**src/rtl/mvma_pkg.sv**
```systemverilog
package mvma_pkg;

    localparam int MAX_DIM_DEF   = 16;
    localparam int FRAC_BITS_DEF = 16;

    localparam int DIM_W   = 5;
    localparam int MODE_W  = 2;
    localparam int INDEX_W = 8;
    localparam int VAL_W   = 32;
    localparam int POS_W   = 4;
    localparam int CFG_IDX_W = 2;

    typedef enum logic [MODE_W-1:0] {
        MODE_LOAD_A = 2'd0,
        MODE_LOAD_X = 2'd1,
        MODE_LOAD_B = 2'd2,
        MODE_RUN    = 2'd3
    } t_mode;

    typedef enum logic [CFG_IDX_W-1:0] {
        CFG_DIM       = 2'd0,
        CFG_TRANSPOSE = 2'd1,
        CFG_SCALE     = 2'd2
    } t_cfg_idx;

    // Back-end sequencer states.
    typedef enum logic [2:0] {
        ST_IDLE,
        ST_MAC,
        ST_DRAIN,
        ST_SCALE_LO,
        ST_SCALE_HI,
        ST_SUM,
        ST_SAT,
        ST_EMIT
    } t_state;

    // One classified request handed from the front end to the back end.
    typedef struct packed {
        t_mode              mode;
        logic [INDEX_W-1:0] index;
        logic [VAL_W-1:0]   value;
    } t_req;

endpackage

```
**src/rtl/mvma_front.sv**
```systemverilog
// Accepts input requests, drops out-of-range loads and queues the rest.
module mvma_front #(
    parameter int MAX_DIM = mvma_pkg::MAX_DIM_DEF
) (
    input  logic                          i_clk,
    input  logic                          i_rst_n,
    input  logic                          i_push,
    output logic                          o_full,
    input  logic [mvma_pkg::MODE_W-1:0]   i_mode,
    input  logic [mvma_pkg::INDEX_W-1:0]  i_index,
    input  logic [mvma_pkg::VAL_W-1:0]    i_value,
    output logic                          o_req_valid,
    output mvma_pkg::t_req                o_req,
    input  logic                          i_req_take
);
    import mvma_pkg::*;

    localparam int DEPTH = 4;
    localparam int PTR_W = 2;
    localparam int A_SIZE = MAX_DIM * MAX_DIM;

    t_req              r_q [DEPTH];
    logic [PTR_W-1:0]  r_wr, r_rd;
    logic [PTR_W:0]    r_cnt;
    logic              w_keep;
    logic              w_acc;
    t_req              w_req;

    // Classify: out-of-range loads produce nothing and are dropped here.
    always_comb begin
        w_req.mode  = t_mode'(i_mode);
        w_req.index = i_index;
        w_req.value = i_value;
        case (t_mode'(i_mode))
            MODE_LOAD_A: w_keep = (32'(i_index) < A_SIZE);
            MODE_LOAD_X,
            MODE_LOAD_B: w_keep = (32'(i_index) < MAX_DIM);
            MODE_RUN:    w_keep = 1'b1;
            default:     w_keep = 1'b0;
        endcase
    end

    assign o_full      = (r_cnt == (PTR_W+1)'(DEPTH));
    assign w_acc       = i_push && !o_full;
    assign o_req_valid = (r_cnt != '0);
    assign o_req       = r_q[r_rd];

    // Hold queue entries.
    always_ff @(posedge i_clk) begin
        if (w_acc && w_keep) begin
            r_q[r_wr] <= w_req;
        end
    end

    // Advance pointers and count.
    always_ff @(posedge i_clk) begin
        if (!i_rst_n) begin
            r_wr  <= '0;
            r_rd  <= '0;
            r_cnt <= '0;
        end else begin
            if (w_acc && w_keep) r_wr <= r_wr + 1'b1;
            if (i_req_take)      r_rd <= r_rd + 1'b1;
            r_cnt <= r_cnt + (PTR_W+1)'(w_acc && w_keep) - (PTR_W+1)'(i_req_take);
        end
    end

endmodule

```
**config.mk**
```make
export PLATFORM = sky130hd
export DESIGN_NAME = mvma_front
export DESIGN_NICKNAME = d
export VERILOG_FILES = /design/src/rtl/mvma_pkg.sv /design/src/rtl/mvma_front.sv
export SDC_FILE = /design/constraint.sdc
export NUM_CORES = 1
export LEC_CHECK = 0
export ABC_CLOCK_PERIOD_IN_PS = 3200
export BUFFER_PORTS_ARGS = -buffer_cell sky130_fd_sc_hd__buf_2
export CORE_ASPECT_RATIO = 0.7
export CORE_UTILIZATION = 57
export CTS_CLUSTER_SIZE = 25
export DETAILED_ROUTE_END_ITERATION = 16
export GPL_ROUTABILITY_DRIVEN = 0
export GPL_TIMING_DRIVEN = 0
export PLACE_DENSITY = 0.81
export SETUP_SLACK_MARGIN = 0.5
export SLEW_MARGIN = 20
export SYNTH_ARGS = -nofsm -noshare
export SYNTH_HDL_FRONTEND = slang
export SYNTH_SLANG_ARGS = --single-unit
```
**constraint.sdc**
```tcl
create_clock -name i_clk -period 3.2 [get_ports i_clk]
set_input_delay 0 -clock i_clk [delete_from_list [all_inputs] [get_ports i_clk]]
set_output_delay 0 -clock i_clk [all_outputs]
set_load 0.005 [all_outputs]
```
## After elaboration in Yosys (flattened, before gate mapping)

Memories as Yosys holds them, arrays and structs flattened. A register that Yosys moved wholly into a read port is not among the register bits.
Cells that the tools add are included.

- Bits in registers: 7
- RAM bits: 168
- Bits of input ports: 46
- Output and inout port bits: 44
- Logic and storage cells: 25
- Memories kept: 1

Memory list:

| memory | words | width | read ports | clocked after memory_dff | write ports | RTL line | RTL |
|---|---|---|---|---|---|---|---|
| r_q | 4 | 42 | 1 | 1 | 1 | mvma_front.sv:22 | `t_req r_q [DEPTH];` |

- Add/sub/neg operators: 4
- $lt $le $gt $ge: 1
- Equal/unequal tests: 4
- Multiplexer cells: 5
- Reductions and logical operators: 7

Operators by type and width:

| cell | number |
|---|---|
| $lt A8 B5 Y1 const B | 1 |
| $add A2 B1 Y2 const B | 2 |
| $eq A2 B2 Y1 const B | 2 |
| $mux W2 | 2 |
| $reduce_or A2 Y1 | 2 |
| $add A3 B1 Y3 | 1 |
| $eq A3 B3 Y1 const B | 1 |
| $reduce_bool A3 Y1 | 1 |
| $sub A3 B1 Y3 | 1 |
| $eq A2 B1 Y1 const B | 1 |
| $logic_and A1 B1 Y1 | 2 |
| $logic_not A2 Y1 | 1 |
| $mux W1 | 2 |
| $pmux W1 S2 | 1 |
| $logic_not A1 Y1 | 1 |

## Longest topological paths before layout

- Depth after elaboration: 6
- Mapped depth: 10

## Worst setup path after synthesis

No wires, ideal clock.

- Kind: input to register
- Start point: input i_index[7] in the netlist's numbering
- End point: register r_cnt[2]
- Arrival time: 2.149 ns
- Required time: 3.085 ns
- Path slack: 0.936 ns
- Stages: 10
- Path through: or4_4 > a211oi_4 > inv_1 > ha_1 > inv_1 > ha_1 > fa_1 > xnor2_1 > xnor2_1 > and2_1

- Word-level cells in the longest chain between the ends: 5

Ends and longest elaborated chain:

| what | RTL line | RTL |
|---|---|---|
| start: declaration | mvma_front.sv:10 | `input logic [mvma_pkg::INDEX_W-1:0] i_index,` |
| $lt A8 B5 Y1 | mvma_front.sv:37 | `MODE_LOAD_B: w_keep = (32'(i_index) < MAX_DIM);` |
| $pmux W1 S2 | mvma_front.sv:34 | `case (t_mode'(i_mode))` |
| $logic_and A1 B1 Y1 | mvma_front.sv:64 | `r_cnt <= r_cnt + (PTR_W+1)'(w_acc && w_keep) - (PTR_W+1)'(i_req_take);` |
| $add A3 B1 Y3 | mvma_front.sv:64 |  |
| $sub A3 B1 Y3 | mvma_front.sv:64 |  |
| end signal: assignment | mvma_front.sv:64 |  |
| end: declaration | mvma_front.sv:24 | `logic [PTR_W:0] r_cnt;` |

Every way passes these cells.
A chain may end at the register's enable or synchronous reset.

## Worst setup path in the final report

- Start point: input i_index[4] in the netlist's numbering
- End point: register r_cnt[2]

Same word-level chain as after synthesis.

==> out/results.ini <==
[outcome]
status=finished, final reports clean

[logic_synthesis]
synth_top_cell_by_area=sky130_fd_sc_hd__edfxtp_1
netlist_area_um2=6540
syn-num-nets=323
yosysUniqueCellTypes=18
synth_edf_count=168
synthTopCellsByCount=sky130_fd_sc_hd__edfxtp_1, sky130_fd_sc_hd__mux4_2, sky130_fd_sc_hd__dfxtp_1, sky130_fd_sc_hd__inv_1
syn_avg_cell_area_um2=24.2
ys_seq_area_frac=0.800
postSynthRegisterBits=177
synthesis.instances=270
synth.area.top_cells=sky130_fd_sc_hd__edfxtp_1, sky130_fd_sc_hd__mux4_2, sky130_fd_sc_hd__dfxtp_1
synth_ff_type=sky130_fd_sc_hd__edfxtp_1
synth_largest_type_area_fraction=0.772
async_reset_ff_frac=0
synth_warnings=0
synth_most_common_cell=sky130_fd_sc_hd__edfxtp_1

[global_routing]
grt.busiest_layer=met2
grt_pass1_wl_mm=17.6
first_global_vias=3452
grt_util_all_layers=0.211
groute.layer.met3.usage=0.0707
use_met2=0.342
grt_antenna_before_repair=0
globalRoute.totalOverflow=0
use_met1=0.268
maximum_number_of_pins_on_one_net_before_global_route_repair=43

[place]
total_of_buffers_placed_on_input_and_output_ports=88
pre_cts_ws_ns=0.636
hpwl_mm=6.39

[run]
timing.max_cap.violations=0

[clock_tree]
clockRootBuffer=sky130_fd_sc_hd__clkbuf_16
tritoncts=built
cts.reportedPaths.clkPinSlew_ns=0.07
clkSinkCount=177
clock_path_buffers=2
cts_buffers=17
htree_levels=4
clkLatencyLatePin_ns=0.42

[critical_path]
cpLargestDelayFamily=adder cells
cp_cell_sequence=dlymetal6s4s_1, buf_6, or4_4, a211oi_4, inv_1, ha_1, inv_1, ha_2, fa_2, xnor2_2, xnor2_1, and2_1
path_class=input pin to flip-flop
critPathArrivalTime_ns=2.70
cpPeakStageDelay_ns=0.55
cp-end-kind=flip-flop
worstPathRequired_ns=3.51
crit_path_max_fanout=7
critical_path.slowest_cell=sky130_fd_sc_hd__or4_4
worstPathBufferInverterCount=4
start_kind=input pin
cpMostUsedCell=sky130_fd_sc_hd__inv_1

[timing]
setup-tns-final_ns=0
holdWs_ns=0.0120
hold_viol=0
timing.slew.headroom=0.559
clock.fmax_mhz=419
min_period_over_period=0.746
unrepaired_setup_endpoints_after_global_routing=false
drv_slew=0
worst_pin_slew_ns=0.661
setup_viol_count_final=0
final_period_minus_worst_setup_slack_ns=2.39
post-route-worst-setup-slack_ns=0.813
finalClockSkew_ns=0.00409

[die]
rows=32
top_level_ports=90
fp.dieH_um=91.6
total_core_area_um2=11100
overall_die_width_um=130
start_util=0.589
die_area_um2=11900

[power_and_ir_drop]
power.ir.vdd_worst_mv=0.445
leakage_nw=2.92
design_power_total_w=0.00540
powerDensity_nw_per_um2=649

[layout]
layout-area-overhead-vs-synth_pct=27.4
finalNetCount=481
fillers=613
final_core_occ=0.751
n_antenna_cell=0
drive_above_1_share=0.401

[route]
final_antenna_net_count=0
drt-initial-drc-count=164
route.detailed.drc=0
first_pass_iters=4
drt_wl_total_mm=11.4
route.detailed.wl_per_inst_um=19.2
route.detailed.vias_per_inst=5.35
detailroute.via_count=3177

[min_path]
hp-class=input pin to flip-flop

-- kinds of logic (layout without fill, tap and decap cells) --
logic type | after synthesis | in the layout | share of synthesized area
compound gates | 1 | 1 | 0.00306
xor+xnor | 5 | 5 | 0.00670
fa+ha+maj | 7 | 7 | 0.0146
buf+inv | 18 | 189 | 0.0113
flops | 177 | 177 | 0.800
mux | 44 | 44 | 0.148
simple gates | 18 | 18 | 0.0170
-- per-layer routing --
metal,up-vias,wire (µm)
li1,1434,-
met1,1629,4880
met2,100,5640
met3,14,760
met4,0,140
met5,-,0
-- where the power goes --
part / leakage [nW] / internal (W) / switching (W)
sequential: 1.60 / 0.00267 / 0.0000386
clock: 0.292 / 0.00122 / 0.000852
combinational: 1.03 / 0.000330 / 0.000288
total: 2.92 / 0.00422 / 0.00118
-- through the flow --
step	cells	instance area, µm²
detailed placement	512	7190
global route	594	8320
finish	594	8320
CTS	589	8230
global placement	511	7170
floorplan	270	6540
-- layout by cell type, fill, tap and decap left out, types with 2 or more instances in the layout --
cell,synthesis,routed
sky130_fd_sc_hd__and2_1,6,6
sky130_fd_sc_hd__and2_4,0,3
sky130_fd_sc_hd__buf_2,5,89
sky130_fd_sc_hd__buf_4,0,2
sky130_fd_sc_hd__buf_6,0,4
sky130_fd_sc_hd__bufinv_16,0,3
sky130_fd_sc_hd__clkbuf_1,6,6
sky130_fd_sc_hd__clkbuf_16,0,17
sky130_fd_sc_hd__clkinv_1,0,2
sky130_fd_sc_hd__clkinv_2,0,5
sky130_fd_sc_hd__dfxtp_1,9,9
sky130_fd_sc_hd__dlygate4sd3_1,0,44
sky130_fd_sc_hd__dlymetal6s4s_1,0,4
sky130_fd_sc_hd__edfxtp_1,168,168
sky130_fd_sc_hd__ha_1,6,5
sky130_fd_sc_hd__inv_1,7,7
sky130_fd_sc_hd__inv_6,0,3
sky130_fd_sc_hd__mux2i_1,2,2
sky130_fd_sc_hd__mux4_2,42,42
sky130_fd_sc_hd__nand2_1,5,5
sky130_fd_sc_hd__xnor2_1,3,2
sky130_fd_sc_hd__xor2_1,2,2
-- path summary, 6_finish.rpt --
kind / from / to / slack (ns) / depth (start not counted)
max: i_index[4] / r_cnt[2] / 0.81 / 12
max reg2reg: r_cnt[2] / r_cnt[2] / 0.86 / 10
min reg2reg: r_wr[1] / r_wr[1] / 0.51 / 2
min: i_index[5] / r_q[0][37] / 0.01 / 2
-- layout make-up --
cell class	count	area, µm²	share of cell area
flip-flops and latches	177	5230	0.628
multi-input cells	75	1250	0.150
repair buffers	139	991	0.119
clock buffers	17	425	0.0511
well taps	153	191	0.0230
clock inverters	15	165	0.0198
plain buffers	11	47.5	0.00571
inverters	7	26.3	0.00316
-- sequential cells by signal, indices dropped and copies added (netlist names), named ones only --
| signal | flops |
|---|---|
| r_q | 168 |
| r_cnt | 3 |
| r_rd | 2 |
| r_wr | 2 |
-- timing repair --
action                                 CTS  global route
hold buffers                            45             3
endpoints found under the hold margin  174            12
setup endpoints to repair                0             1
gates resized for setup                  0            15
buffers inserted                         0             2
Note: power is estimated with default switching activity, not from simulation.
